## config.mk

```make
export PLATFORM = sky130hd
export DESIGN_NAME = fir_mac
export DESIGN_NICKNAME = d
export VERILOG_FILES = /design/src/rtl/fir_pkg.sv /design/src/rtl/fir_mac.sv
export SDC_FILE = /design/constraint.sdc
export NUM_CORES = 1
export LEC_CHECK = 0
export ABC_AREA = 0
export BUFFER_PORTS_ARGS = -buffer_cell sky130_fd_sc_hd__buf_4
export CORE_MARGIN = 4
export CORE_UTILIZATION = 38
export DETAILED_ROUTE_END_ITERATION = 10
export MAX_ROUTING_LAYER = met4
export PLACE_DENSITY_LB_ADDON = 0.25
export SETUP_SLACK_MARGIN = 0.15
export SYNTH_ARGS = -nofsm -noshare
export SYNTH_HDL_FRONTEND = slang
export SYNTH_SLANG_ARGS = --single-unit
```

## constraint.sdc

```tcl
create_clock -name clk_i -period 3.7 [get_ports clk_i]
set_input_delay 0.37 -clock clk_i [delete_from_list [all_inputs] [get_ports clk_i]]
set_output_delay 0.37 -clock clk_i [all_outputs]
set_load 0.02 [all_outputs]
```

## src/rtl/fir_pkg.sv

```systemverilog
// fir_pkg: shared types and constants for the 64-tap q15 fir filter
// used by fir_tap_cell, fir_mac and fir_filter_q15_64tap; no dependencies
package fir_pkg;

  // sample and coefficient width, q15 shift
  localparam int unsigned DataW  = 16;
  localparam int unsigned IndexW = 6;
  localparam int unsigned AccW   = 32;
  localparam int unsigned QShift = 15;

  // request kind carried on tuser
  localparam logic ReqSample = 1'b0;
  localparam logic ReqCoef   = 1'b1;

  // controller states, one-hot
  typedef enum logic [3:0] {
    ST_IDLE  = 4'b0001,
    ST_RUN   = 4'b0010,
    ST_DRAIN = 4'b0100,
    ST_DONE  = 4'b1000
  } fir_state_e;

  // controls broadcast to every cell of the chain
  typedef struct packed {
    logic shift;   // insert a new sample at the head, oldest falls out
    logic rotate;  // turn the whole ring one step toward the head
    logic load;    // write a coefficient at the matching tap
  } cell_ctrl_t;

  // controls for the multiply-accumulate unit
  typedef struct packed {
    logic clear;   // start of a new output word
    logic valid;   // head cell holds a tap that counts
    logic half_b;  // tap belongs to the second half
  } mac_ctrl_t;

endpackage

```

## src/rtl/fir_mac.sv

```systemverilog
// fir_mac: shared multiplier with a registered product and two half accumulators
// depends on fir_pkg
module fir_mac (
  input  logic                              clk_i,
  input  logic                              rst_ni,
  input  fir_pkg::mac_ctrl_t                ctrl_i,
  input  logic signed [fir_pkg::DataW-1:0]  x_i,
  input  logic signed [fir_pkg::DataW-1:0]  c_i,
  output logic        [fir_pkg::DataW-1:0]  sum_o
);
  import fir_pkg::*;

  logic signed [AccW-1:0] prod_d, prod_q;
  logic                   pvalid_q;
  logic                   phalf_q;
  logic        [AccW-1:0] acc_a_q, acc_b_q;
  logic        [DataW-1:0] half_a, half_b;

  // sign-extend both operands first so the full 32-bit product is kept
  assign prod_d = AccW'(x_i) * AccW'(c_i);

  // product stage
  always_ff @(posedge clk_i or negedge rst_ni) begin
    if (!rst_ni) begin
      pvalid_q <= 1'b0;
      phalf_q  <= 1'b0;
    end else begin
      pvalid_q <= ctrl_i.valid;
      phalf_q  <= ctrl_i.half_b;
    end
  end

  always_ff @(posedge clk_i) begin
    prod_q <= prod_d;
  end

  // accumulate stage, 32-bit wraparound
  always_ff @(posedge clk_i or negedge rst_ni) begin
    if (!rst_ni) begin
      acc_a_q <= '0;
      acc_b_q <= '0;
    end else if (ctrl_i.clear) begin
      acc_a_q <= '0;
      acc_b_q <= '0;
    end else if (pvalid_q) begin
      if (phalf_q) begin
        acc_b_q <= acc_b_q + AccW'(prod_q);
      end else begin
        acc_a_q <= acc_a_q + AccW'(prod_q);
      end
    end
  end

  // arithmetic shift by 15 then keep 16 bits of each half, add with wrap
  assign half_a = acc_a_q[QShift +: DataW];
  assign half_b = acc_b_q[QShift +: DataW];
  assign sum_o  = half_a + half_b;

endmodule
```

==> impl_results.html <==
<table>
<tr><th>Metric</th><th>Value</th></tr>
<tr><th colspan="2">Run status</th></tr>
<tr><td>Result of the run</td><td>complete, but fails checks</td></tr>
<tr><td>Failing checks</td><td>negative setup slack</td></tr>
<tr><th colspan="2">Flow run</th></tr>
<tr><td>Max cap viols</td><td>0</td></tr>
<tr><th colspan="2">STA</th></tr>
<tr><td>Slew at the pin closest to its max-slew limit</td><td>1.040 ns</td></tr>
<tr><td>Headroom to the max-slew limit</td><td>between 30 and 40%</td></tr>
<tr><td>Final number of max-transition violations</td><td>0</td></tr>
<tr><td>Min Tclk post-route</td><td>5.457 ns</td></tr>
<tr><td>RSZ-0062 raised after global routing</td><td>true</td></tr>
<tr><td>Setup slack of the critical path after layout</td><td>-1.757 ns</td></tr>
<tr><td>Count of final hold-check violations</td><td>0</td></tr>
<tr><td>Clock Skews</td><td>0.009170 ns</td></tr>
<tr><td>Count of endpoints failing setup in the final report</td><td>24</td></tr>
<tr><td>Period utilization</td><td>147.5%</td></tr>
<tr><td>Peak clock frequency supported by timing</td><td>183.3 MHz</td></tr>
<tr><td>Total Negative Setup Slacks</td><td>-27.71 ns</td></tr>
<tr><th colspan="2">Worst setup path</th></tr>
<tr><td>Slowest CP cell</td><td>fa_1</td></tr>
<tr><td>Required time worst endpoint</td><td>3.94 ns</td></tr>
<tr><td>Arrival time of data at the critical path endpoint</td><td>5.70 ns</td></tr>
<tr><td>Element type at the critical path start</td><td>input pin</td></tr>
<tr><td>Start-to-end type of the worst setup path</td><td>input pin to flip-flop</td></tr>
<tr><td>Worst reg2reg setup slack</td><td>~0.45 ns</td></tr>
<tr><td>Crit path max-delay family</td><td>adder cells</td></tr>
<tr><td>Buffering stage count on the worst path with inverters included</td><td>5</td></tr>
<tr><td>Type of destination of the critical path</td><td>flip-flop</td></tr>
<tr><td>Cell seen most often among critical-path stages</td><td>fa_1</td></tr>
<tr><td>Longest individual stage delay on the worst path</td><td>0.53 ns</td></tr>
<tr><td>Worst path cell trace</td><td>buf_12 -&gt; and2_4 -&gt; fa_1 -&gt; inv_1 -&gt; fa_1 -&gt; fa_1 -&gt; inv_2 -&gt; fa_1 -&gt; fa_1 -&gt; inv_1 -&gt; fa_1 -&gt; inv_2 -&gt; ha_4 -&gt; a21oi_4 -&gt; o21ai_2 -&gt; o21ba_4 -&gt; a21oi_4 -&gt; o311ai_4 -&gt; or4_4 -&gt; a31oi_4 -&gt; o21ai_1 -&gt; xnor2_1</td></tr>
<tr><td>Worst-path maximum fanout</td><td>6</td></tr>
<tr><th colspan="2">Synth</th></tr>
<tr><td>Sequential-to-total area share from yosys stat</td><td>between 10% and 20%</td></tr>
<tr><td>Area of the mapped netlist</td><td>roughly 16000 um2</td></tr>
<tr><td>Synth Area per Inst</td><td>8.813 um2</td></tr>
<tr><td>Most frequently used flop master after synthesis</td><td>dfrtp_1</td></tr>
<tr><td>Top-area cell type share of the netlist area</td><td>between 30% and 40%</td></tr>
<tr><td>Yosys top cell by area</td><td>fa_1</td></tr>
<tr><td>Dominant cells by area after synthesis</td><td>fa_1, ha_1, dfrtp_1, inv_1, nand2_1</td></tr>
<tr><td>Cell count after synthesis</td><td>1839</td></tr>
<tr><td>Net count of the mapped netlist</td><td>2290</td></tr>
<tr><td>Ys async rst share</td><td>67.37%</td></tr>
<tr><td>Yosys warning count</td><td>0</td></tr>
<tr><td>Netlist cell types</td><td>between 60 and 70</td></tr>
<tr><td>Number of flip-flops and latches in the synthesized netlist</td><td>95</td></tr>
<tr><td>Number of flops mapped to enable cells by yosys</td><td>0</td></tr>
<tr><th colspan="2">Route</th></tr>
<tr><td>Total Wirelength</td><td>around 39000 um</td></tr>
<tr><td>Via/cell ratio</td><td>between 4 and 5</td></tr>
<tr><td>Pre-Repair DR Iteration Count</td><td>5</td></tr>
<tr><td>Total via count after detailed routing</td><td>about 13000</td></tr>
<tr><td>Remaining antenna violation count</td><td>0</td></tr>
<tr><td>Drt initial violations</td><td>657</td></tr>
<tr><td>DRC</td><td>0</td></tr>
<tr><td>Routed WL per cell</td><td>15.21 um</td></tr>
<tr><th colspan="2">Final layout</th></tr>
<tr><td>Post-Route Utilization</td><td>between 40% and 50%</td></tr>
<tr><td>Number of antenna cells inserted</td><td>0</td></tr>
<tr><td>Fillcell total</td><td>around 4000</td></tr>
<tr><td>Number of nets at the end of the flow</td><td>2481</td></tr>
<tr><td>Design area</td><td>19780 um2</td></tr>
<tr><td>P&amp;R area growth vs syn</td><td>22.02%</td></tr>
<tr><td>Fraction of final layout cells sized beyond drive strength 1</td><td>20.10%</td></tr>
<tr><th colspan="2">Die</th></tr>
<tr><td>Die width</td><td>214.5 um</td></tr>
<tr><td>Die ar.</td><td>approximately 46000 um2</td></tr>
<tr><td>Area of the core</td><td>~42000 um2</td></tr>
<tr><td>Height of the chip</td><td>214.5 um</td></tr>
<tr><td>Num rows</td><td>75</td></tr>
<tr><td>Initial core utilization</td><td>38.55%</td></tr>
<tr><td>Count of pins on the block boundary</td><td>53</td></tr>
<tr><th colspan="2">Clock tree</th></tr>
<tr><td>CTS buffer count</td><td>9</td></tr>
<tr><td>Hold Buf Count CTS</td><td>0</td></tr>
<tr><td>Worst-case clock buffer depth</td><td>2</td></tr>
<tr><td>Clock latency reported for the late side of the worst-skew pair</td><td>0.35 ns</td></tr>
<tr><td>Clock transition at the registers of the reported paths</td><td>approximately 0.060 ns</td></tr>
<tr><td>Sinks on Clock Net</td><td>95</td></tr>
<tr><td>CTS H-tree depth</td><td>3</td></tr>
<tr><td>Cell chosen for the clock root</td><td>clkbuf_16</td></tr>
<tr><td>Clock tree from TritonCTS</td><td>done</td></tr>
<tr><th colspan="2">Global routing</th></tr>
<tr><td>Number of global-route vias before repair</td><td>13534</td></tr>
<tr><td>Initial antenna violation count</td><td>0</td></tr>
<tr><td>Leftover overflow at the end of global routing</td><td>0</td></tr>
<tr><td>Combined global-route utilization of all metal layers</td><td>17.62%</td></tr>
<tr><td>Maximum number of pins on one net before global-route repair</td><td>65</td></tr>
<tr><td>Global-route wire length before repair</td><td>approximately 66000 um</td></tr>
<tr><th colspan="2">Placed design</th></tr>
<tr><td>Setup Slack @ Placement</td><td>-2.251 ns</td></tr>
<tr><td>Gp weighted congestion</td><td>0.8631</td></tr>
<tr><td>Post-DP Area</td><td>18610 um2</td></tr>
<tr><td>Port-buffer cells</td><td>52</td></tr>
<tr><td>Detailed Place HPWL</td><td>32890 um</td></tr>
<tr><th colspan="2">Hold path</th></tr>
<tr><td>Classification of the worst-slack hold path</td><td>input pin to asynchronous set/reset pin</td></tr>
</table>
-- final cells by class --
type / count / area, um2 / area share (%)
Multi-Input combinational cell: 1365 / 13330 / 67.40
Sequential cell: 95 / 2222 / 11.24
Timing Repair Buffer: 237 / 2066 / 10.45
Inverter: 322 / 1212 / 6.131
Tap cell: 539 / 674.4 / 3.410
Clock buffer: 15 / 267.8 / 1.354
Clock inverter: 1 / 5.005 / 0.02531
-- registers in the layout (all words and copies together) (netlist names) --
name,flops
acc_b_q,31
pvalid_q,1
phalf_q,1
acc_a_q,31
prod_q,31
-- path summary, 6_finish.rpt --
path	start	end	cells past startpoint
hold reg to reg	acc_a_q[12]	acc_a_q[12]	2
hold / removal	rst_ni	acc_a_q[1]	1
max in group asynchronous	rst_ni	acc_a_q[25]	1
setup / recovery	x_i[10]	prod_q[30]	22
setup reg to reg	acc_b_q[0]	acc_b_q[30]	11
min in group clk_i	ctrl_i[0]	phalf_q	1
-- through the flow --
step / hold slack [ns] / instances
5_1_grt: 0.1324 / 2574
6_report: 0.1285 / 2574
2_1_floorplan: 0.07441 / 1839
3_3_place_gp: 0.4677 / 2533
4_1_cts: 0.1314 / 2563
3_5_place_dp: 0.4798 / 2533
-- Yosys cell counts, drive strengths merged (6+ instances only) --
master	count
nor3	20
nor4b	7
nand3	19
inv	322
nor2b	10
clkbuf	53
nand2	235
ha	155
nand4	6
and2	124
nand2b	14
a21o	28
or3	14
nor2	66
fa	259
xor2	24
dfxtp	31
xnor2	71
a21oi	107
dfrtp	64
and3	6
o21a	17
o21ai	71
a211oi	15
o21bai	8
a31oi	14
-- repair_timing --
item	4_1_cts	5_1_grt
setup endpoints to repair	26	28
setup buffers	14	11
gates resized for setup	111	70
pin swaps	63	55
-- layout by cell type, fill, tap and decap left out, types with 18 or more instances in the layout --
cell / netlist / routed
dfxtp_1: 31 / 31
fa_1: 259 / 241
o21ai_0: 70 / 57
buf_6: 0 / 45
buf_4: 0 / 180
a21o_1: 28 / 28
nand2_1: 235 / 221
ha_1: 155 / 133
and2_4: 0 / 21
dfrtp_1: 64 / 64
inv_1: 322 / 302
nor2_1: 66 / 61
xnor2_1: 71 / 67
a21oi_1: 106 / 90
fa_2: 0 / 18
xor2_1: 24 / 24
and2_1: 124 / 103
inv_2: 0 / 19
-- routing by layer --
metal	track usage [%]	share of wire (%)	up-vias
met5	-	0	-
met1	24.71	49	6226
met3	1.573	3.9	47
met4	3.652	1.4	0
met2	28.18	46	259
li1	-	-	6261
-- kinds of logic (layout without fill, tap and decap cells) --
logic type,Yosys count,in the layout,share of synthesized area (%)
AOI/OAI and AO/OA,316,316,12.25
muxes,2,2,0.1235
xor gates and xnor gates,95,95,5.134
buffers and inverters,379,575,8.778
and+or+nand+nor,538,538,16.04
DFF,95,95,13.71
adders and majority gates,414,414,43.96
Power is not shown: default switching activity piles up to over one toggle a cycle in this logic, so the estimate is an artifact.
