File: config.mk
export PLATFORM = sky130hd
export DESIGN_NAME = fir_tap_cell
export DESIGN_NICKNAME = d
export VERILOG_FILES = /design/src/rtl/fir_pkg.sv /design/src/rtl/fir_tap_cell.sv
export SDC_FILE = /design/constraint.sdc
export NUM_CORES = 1
export LEC_CHECK = 0
export ABC_CLOCK_PERIOD_IN_PS = 1300
export BUFFER_PORTS_ARGS = -buffer_cell sky130_fd_sc_hd__buf_2
export CORE_MARGIN = 2
export CORE_UTILIZATION = 45
export DETAILED_ROUTE_END_ITERATION = 16
export PLACE_DENSITY_LB_ADDON = 0.2
export REMOVE_ABC_BUFFERS = 1
export SLEW_MARGIN = 20
export SYNTH_ARGS = -nofsm -noshare
export SYNTH_HDL_FRONTEND = slang
export SYNTH_SLANG_ARGS = --single-unit
File: constraint.sdc
create_clock -name clk_i -period 1.3 [get_ports clk_i]
set_input_delay 0.065 -clock clk_i [delete_from_list [all_inputs] [get_ports clk_i]]
set_output_delay 0.065 -clock clk_i [all_outputs]
set_load 0.03 [all_outputs]
File: src/rtl/fir_pkg.sv
// fir_pkg: shared types and constants for the 64-tap q15 fir filter
// used by fir_tap_cell, fir_mac and fir_filter_q15_64tap; no dependencies
package fir_pkg;

  // sample and coefficient width, q15 shift
  localparam int unsigned DataW  = 16;
  localparam int unsigned IndexW = 6;
  localparam int unsigned AccW   = 32;
  localparam int unsigned QShift = 15;

  // request kind carried on tuser
  localparam logic ReqSample = 1'b0;
  localparam logic ReqCoef   = 1'b1;

  // controller states, one-hot
  typedef enum logic [3:0] {
    ST_IDLE  = 4'b0001,
    ST_RUN   = 4'b0010,
    ST_DRAIN = 4'b0100,
    ST_DONE  = 4'b1000
  } fir_state_e;

  // controls broadcast to every cell of the chain
  typedef struct packed {
    logic shift;   // insert a new sample at the head, oldest falls out
    logic rotate;  // turn the whole ring one step toward the head
    logic load;    // write a coefficient at the matching tap
  } cell_ctrl_t;

  // controls for the multiply-accumulate unit
  typedef struct packed {
    logic clear;   // start of a new output word
    logic valid;   // head cell holds a tap that counts
    logic half_b;  // tap belongs to the second half
  } mac_ctrl_t;

endpackage

File: src/rtl/fir_tap_cell.sv
// fir_tap_cell: one tap of the ring, holding a delayed sample and its coefficient
// depends on fir_pkg
module fir_tap_cell #(
  parameter int unsigned Idx = 0
) (
  input  logic                                clk_i,
  input  logic                                rst_ni,
  input  fir_pkg::cell_ctrl_t                 ctrl_i,
  input  logic signed [fir_pkg::DataW-1:0]    shift_x_i,
  input  logic signed [fir_pkg::DataW-1:0]    rot_x_i,
  input  logic signed [fir_pkg::DataW-1:0]    rot_c_i,
  input  logic        [fir_pkg::IndexW-1:0]   coef_index_i,
  input  logic signed [fir_pkg::DataW-1:0]    coef_value_i,
  output logic signed [fir_pkg::DataW-1:0]    x_o,
  output logic signed [fir_pkg::DataW-1:0]    c_o
);
  import fir_pkg::*;

  logic signed [DataW-1:0] x_q, x_d;
  logic signed [DataW-1:0] c_q, c_d;
  logic                    hit;

  // tap select for coefficient loads; indexes past the chain match nothing
  assign hit = (32'(coef_index_i) == 32'(Idx));

  // next sample and coefficient
  always_comb begin
    x_d = x_q;
    c_d = c_q;
    if (ctrl_i.rotate) begin
      x_d = rot_x_i;
      c_d = rot_c_i;
    end else if (ctrl_i.shift) begin
      x_d = shift_x_i;
    end else if (ctrl_i.load && hit) begin
      c_d = coef_value_i;
    end
  end

  always_ff @(posedge clk_i or negedge rst_ni) begin
    if (!rst_ni) begin
      x_q <= '0;
      c_q <= '0;
    end else begin
      x_q <= x_d;
      c_q <= c_d;
    end
  end

  assign x_o = x_q;
  assign c_o = c_q;

endmodule

==> run_results.csv, run 1 <==
group,metric,value,unit
cells_and_area,drive_above_1_share,39.2,%
place,dpl_cell_area,2190,µm²
global_routing,grt-ovfl-total,0,
job,max-cap-violations,0,
floorplanning,pin_count,107,
power_and_ir_drop,power_frac_seq,47.5,%
synthesis,yosysUniqueCellTypes,15,
cts,ctsHtreeMaxLevel,2,
critical_path,critPathSlowestCell,"dfrtp_1",
cells_and_area,nNetsFinal,381,
outcome,status,"complete, but fails checks",
synthesis,synth_edf_count,0,
routing,antenna_left,0,
power_and_ir_drop,swShare,33.1,%
floorplanning,start_util,47.7,%
power_and_ir_drop,power_frac_comb,30.6,%
synthesis,synth_area,1630,µm²
critical_path,cp.required,1.24,ns
sta,post-route-period-util,77.2,%
routing,drc,0,
outcome,violations,"hold timing",
sta,max-slew-margin-rel,73.0,%
sta,finalSetupViolations,0,
routing,firstDrtPassIters,4,
cells_and_area,fill_cells,235,
cts,clkTransAtPathRegs,0.10,ns
routing,routed_wl,5120,µm
power_and_ir_drop,clkPwrFrac,21.9,%
global_routing,grt_pass1_wl,7990,µm
sta,tns,0,ns
critical_path,crit_buf_inv,1,
cts,cts_tree,"built",
sta,hold_violations,3,
sta,fin_skew,0,ns
global_routing,gr-usage-all-layers,25.4,%
cts,cts_max_path_buffers,2,
synthesis,synth_top_family_by_area,"simple AND/OR/NAND/NOR gates",
sta,max_freq,996,MHz
place,portBuffers,106,
place,gp_congestion,0.766,
cts,cts-buffers-inserted,5,
cells_and_area,final_cell_area,2650,µm²
sta,finalMaxSlewViolations,0,
critical_path,startpoint_type,"flop",
critical_path,arrival,0.94,ns
cells_and_area,antenna_cells,0,
synthesis,synth-xor-area-share,0,%
floorplanning,die-area,4110,µm²
routing,post_drt_via_cell_ratio,4.98,
place,dp_slack,0.148,ns
synthesis,synth-seq-cells,32,
floorplanning,die_w,64.1,µm
power_and_ir_drop,internal-power,0.00160,W
power_and_ir_drop,power_switching,0.000791,W
hold_path,min_path_type,"in -> reg",
synthesis,yosys_warnings,0,
synthesis,synthCells,161,
critical_path,path_class,"reg -> out",
power_and_ir_drop,power.density,903,nW/µm²
routing,wl_per_cell,14.5,µm
cells_and_area,seq_area,801,µm²
critical_path,cp_max_fo,2,
floorplanning,num_rows,21,
cts,postCtsSetupRepairBufs,0,
synthesis,yosys.area_share.adder,0,%
sta,worst_pin_slew,0.405,ns
critical_path,path_cells,"buf_2",
place,place_hpwl,2970,µm
sta,rsz0062_at_grt,"no",
cells_and_area,multiInputGateArea,694,µm²
cts,worstSkewPairLatency,0.34,ns
routing,vias,1754,
critical_path,critPathTopFamily,"flip-flops",
critical_path,slowest_delay,0.41,ns
synthesis,ys_seq_area_share,49.2,%
power_and_ir_drop,leakagePower,1.35,nW
synthesis,synth_compound_area_share,13.5,%
synthesis,postSynthAreaPerCell,10.1,µm²
place,dp.cells,304,
cts,cts_sinks,32,
global_routing,grt_pass1_vias,1738,
cells_and_area,final_util,77.6,%
synthesis,muxShareOfSynthArea,9.84,%
floorplanning,die_h,64.1,µm
cts,root_buffer,"clkbuf_4",
synthesis,yosys.area_share.simple,19.3,%
global_routing,grt_max_degree,81,
sta,setup_ws,0.296,ns
critical_path,crit_path_end_kind,"output pin",
global_routing,antenna_found_initial,0,
sta,worst_hold_slack,-0.00865,ns
floorplanning,core,3420,µm²
sta,period_needed,1.00,ns
routing,dr.first_iter.drc_count,90,
synthesis,synth-main-ff-cell,"dfrtp_1",
synthesis,async_reset_ff_share,100,%
cells_and_area,fin_cells,352,
power_and_ir_drop,ir_drop,589,µV
cells_and_area,area_growth,62.8,%
-- power groups by stage --
stage          registers, W  clock network [W]  logic [W]
2_1_floorplan       0.00134                  0   0.000131
3_3_place_gp        0.00115                  0   0.000622
3_5_place_dp        0.00115                  0   0.000629
4_1_cts             0.00113           0.000531   0.000717
5_1_grt             0.00115           0.000595   0.000793
6_report            0.00114           0.000524   0.000733
-- tightest hold or removal path, stage by stage --
cell and delay (ns):
buf_2 0.07, nand4b_1 0.08, o311ai_1 0.08
-- cell usage in the layout, fill, tap and decap left out --
master,instances
nand4b_1,16
mux2i_1,16
o311ai_0,6
inv_1,16
buf_4,4
dlygate4sd3_1,41
o21ai_0,16
and2_4,1
nand2_1,32
clkbuf_4,5
nor4_4,1
clkbuf_1,1
buf_2,106
buf_12,1
nor4b_4,1
dfrtp_1,32
clkinv_2,1
o311ai_1,10
-- worst paths after layout --
path | end | cells past startpoint | startpoint | slack [ns]
worst max-delay path | c_o[2] | 1 | c_o[2] | 0.30
worst min-delay path | c_o[13] | 3 | coef_value_i[13] | -0.009
worst max register to register | c_o[1] | 2 | c_o[1] | 0.44
worst min register to register | c_o[11] | 2 | c_o[11] | 0.57
max in group asynchronous | x_o[5] | 3 | rst_ni | 0.55
min in group asynchronous | c_o[2] | 2 | rst_ni | 0.20
-- stage by stage --
stage | power (W) | hold slack, ns
floorplan | 0.00147 | -0.231
global placement | 0.00177 | 0.0227
detailed placement | 0.00178 | 0.0200
CTS | 0.00238 | 0.000114
global route | 0.00253 | 0.00675
finish | 0.00239 | -0.00865
-- area by class of cell --
class | count | area share [%]
timing repair buffer | 152 | 37.4
sequential | 32 | 30.2
multi-input combinational | 99 | 26.2
inverter | 16 | 2.27
tap | 46 | 2.17
clock buffer | 6 | 1.56
clock inverter | 1 | 0.189
-- synth_stat cells (2+ instances only) --
| cell type | count | area (µm²) |
|---|---|---|
| clkbuf_1 | 10 | 37.5 |
| dfrtp_1 | 32 | 801 |
| nand2_1 | 32 | 120 |
| o21ai_0 | 16 | 80.1 |
| buf_6 | 2 | 22.5 |
| mux2i_1 | 16 | 160 |
| nand4b_1 | 16 | 140 |
| o311ai_1 | 10 | 87.6 |
| inv_1 | 16 | 60.1 |
| o311ai_0 | 6 | 52.6 |
-- cell families (layout without fill, tap and decap cells) --
logic type | count (synthesis) | count (layout)
AND/OR/NAND/NOR | 51 | 51
AO/OA/AOI/OAI | 32 | 32
flip-flops | 32 | 32
buffers and inverters | 30 | 175
multiplexers | 16 | 16
-- state kept, by name (all words and copies together), names as in the netlist --
register and cells:
c_o 16, x_o 16
-- repair_timing --
item,4_1_cts,5_1_grt
hold buffers,37,5
gates resized for setup,0,0
endpoints found under the hold margin,49,5
endpoints found under the setup margin,0,1
-- layer usage --
layer,share of wire [%],vias to the layer above,track usage [%]
met4,1.9,0,11.2
li1,-,865,-
met2,50,84,43.0
met3,7.9,11,6.51
met5,0,-,0
met1,40,794,30.3
No activity file was read; power rests on OpenSTA's default activity.
==> inputs of run 2 (changes only) <==
--- a/config.mk
+++ b/config.mk
@@ -5,10 +5,10 @@
 export SDC_FILE = /design/constraint.sdc
 export NUM_CORES = 1
 export LEC_CHECK = 0
-export ABC_CLOCK_PERIOD_IN_PS = 1300
+export ABC_CLOCK_PERIOD_IN_PS = 950
 export BUFFER_PORTS_ARGS = -buffer_cell sky130_fd_sc_hd__buf_2
 export CORE_MARGIN = 2
-export CORE_UTILIZATION = 45
+export CORE_UTILIZATION = 42
 export DETAILED_ROUTE_END_ITERATION = 16
 export PLACE_DENSITY_LB_ADDON = 0.2
 export REMOVE_ABC_BUFFERS = 1
==> constraint.sdc (replaced) <==
create_clock -name clk_i -period 0.95 [get_ports clk_i]
set_input_delay 0.0475 -clock clk_i [delete_from_list [all_inputs] [get_ports clk_i]]
set_output_delay 0.0475 -clock clk_i [all_outputs]
set_load 0.03 [all_outputs]
==> run 2 against run 1 <==
Effect of this change:
- the flow now finishes without violations
- clock-buffer cell count fell by 1
- non-clock buffer count shrank 24
- core utilization down 11 points
- power rose by 40%
- register-to-register slack worse by 0.33 ns
- global-route usage is 6.2 points lower
- flip-flop and latch count unchanged
- setup slack worse by 0.25 ns
- clock power rose by 68%
- critical endpoint is now c_o[7]
- highest routed layer unchanged
==> run_results.csv, run 2 (synthesis results as in run 1) <==
group,metric,value,unit
outcome,status,"completed",
place,dp_slack,-0.220,ns
routing,routed_wl,4180,µm
cells_and_area,antenna_cells,0,
routing,post_drt_via_cell_ratio,4.88,
sta,fin_skew,0,ns
floorplanning,die-area,4390,µm²
cts,cts_tree,"built",
global_routing,grt_max_degree,44,
cells_and_area,fill_cells,311,
hold_path,min_path_type,"in -> reg",
floorplanning,pin_count,107,
critical_path,cp.required,0.90,ns
critical_path,crit_buf_inv,1,
sta,period_needed,0.899,ns
sta,max_freq,1110,MHz
critical_path,slowest_delay,0.40,ns
global_routing,grt-ovfl-total,0,
global_routing,antenna_found_initial,0,
cells_and_area,final_common_cell,"buf_2",
critical_path,arrival,0.85,ns
routing,wl_per_cell,12.8,µm
place,gp_congestion,0.752,
critical_path,path_cells,"buf_2",
place,portBuffers,106,
sta,post-route-period-util,94.6,%
power_and_ir_drop,leakagePower,1.27,nW
cts,root_buffer,"clkbuf_8",
cts,worstSkewPairLatency,0.27,ns
critical_path,critPathSlowestCell,"dfrtp_1",
critical_path,cp_max_fo,2,
place,dpl_cell_area,2240,µm²
global_routing,gr-usage-all-layers,19.1,%
sta,finalMaxSlewViolations,0,
sta,tns,0,ns
sta,rsz0062_at_grt,"no",
cts,ctsHtreeMaxLevel,2,
cells_and_area,nNetsFinal,357,
floorplanning,die_h,66.3,µm
critical_path,crit_path_end_kind,"output pin",
floorplanning,core,3690,µm²
floorplanning,die_w,66.3,µm
cells_and_area,final_cell_mix,"buf_2 (106), nand2_1 (32), dfrtp_1 (32)",
critical_path,critPathTopFamily,"flip-flops",
routing,vias,1599,
sta,setup_ws,0.0509,ns
cells_and_area,drive_above_1_share,43.2,%
global_routing,grt_pass1_vias,1478,
cts,clkTransAtPathRegs,0.06,ns
routing,antenna_left,0,
routing,firstDrtPassIters,5,
place,place_hpwl,3050,µm
job,max-cap-violations,0,
cts,cts_sinks,32,
global_routing,grt_pass1_wl,6400,µm
cells_and_area,final_cell_area,2450,µm²
floorplanning,num_rows,22,
sta,worst_hold_slack,0.00153,ns
cells_and_area,area_growth,50.8,%
critical_path,startpoint_type,"flop",
sta,worst_pin_slew,0.377,ns
sta,finalSetupViolations,0,
sta,max-slew-margin-rel,74.9,%
cells_and_area,seq_area,801,µm²
routing,dr.first_iter.drc_count,63,
power_and_ir_drop,finalPower,0.00335,W
power_and_ir_drop,power.density,1370,nW/µm²
routing,drc,0,
cts,cts-buffers-inserted,5,
floorplanning,start_util,44.1,%
cts,cts_max_path_buffers,2,
power_and_ir_drop,ir_drop,742,µV
cts,ctsResizeCount,0,
sta,hold_violations,0,
cells_and_area,multiInputGateArea,694,µm²
critical_path,path_class,"reg -> out",
run 2: cell count changes in the layout (fill, tap and decap cells not counted):
cell	change
clkinv_2	-1
clkbuf_8	+5
buf_12	+2
clkbuf_1	-1
clkbuf_4	-5
dlygate4sd3_1	-26
run 2: per-layer routing:
metal | part of all wire, % | track usage [%] | up-vias
met4 | 1.5 | 5.61 | 0
met1 | 44 | 23.8 | 704
li1 | - | - | 813
met5 | 0 | 0 | -
met3 | 8.2 | 5.62 | 6
met2 | 46 | 32.0 | 76
run 2: cell type report:
cell class	instances	area share, %
well taps	48	2.45
inverters	16	2.45
clock buffers	5	2.80
flip-flops and latches	32	32.6
multi-input cells	99	28.3
repair buffers	128	31.4
run 2: stage by stage:
stage,utilization (%),instances
after floorplan,-,147
after global placement,60.6,308
after detailed placement,60.6,308
after CTS,66.3,327
after global routing,66.6,328
final,66.6,328
run 2: final timing paths:
path                        startpoint       to  slack, ns  cells after the start
max                             c_o[7]   c_o[7]       0.05                      1
min reg2reg                     c_o[5]   c_o[5]       0.56                      2
max reg2reg                     c_o[2]   c_o[2]       0.11                      2
min                        rot_c_i[13]  c_o[13]      0.002                      3
max in group asynchronous       rst_ni  x_o[15]       0.29                      3
min in group asynchronous       rst_ni  c_o[13]       0.23                      2
run 2: timing repair:
item,4_1_cts,5_1_grt
hold buffers,14,1
hold endpoints to repair,30,1
buffers inserted,0,0
run 2: report_power, final:
| part | total [W] | internal, W | switching [W] |
|---|---|---|---|
| registers | 0.00155 | 0.00149 | 0.0000652 |
| clock network | 0.000879 | 0.000470 | 0.000409 |
| logic | 0.000917 | 0.000378 | 0.000539 |
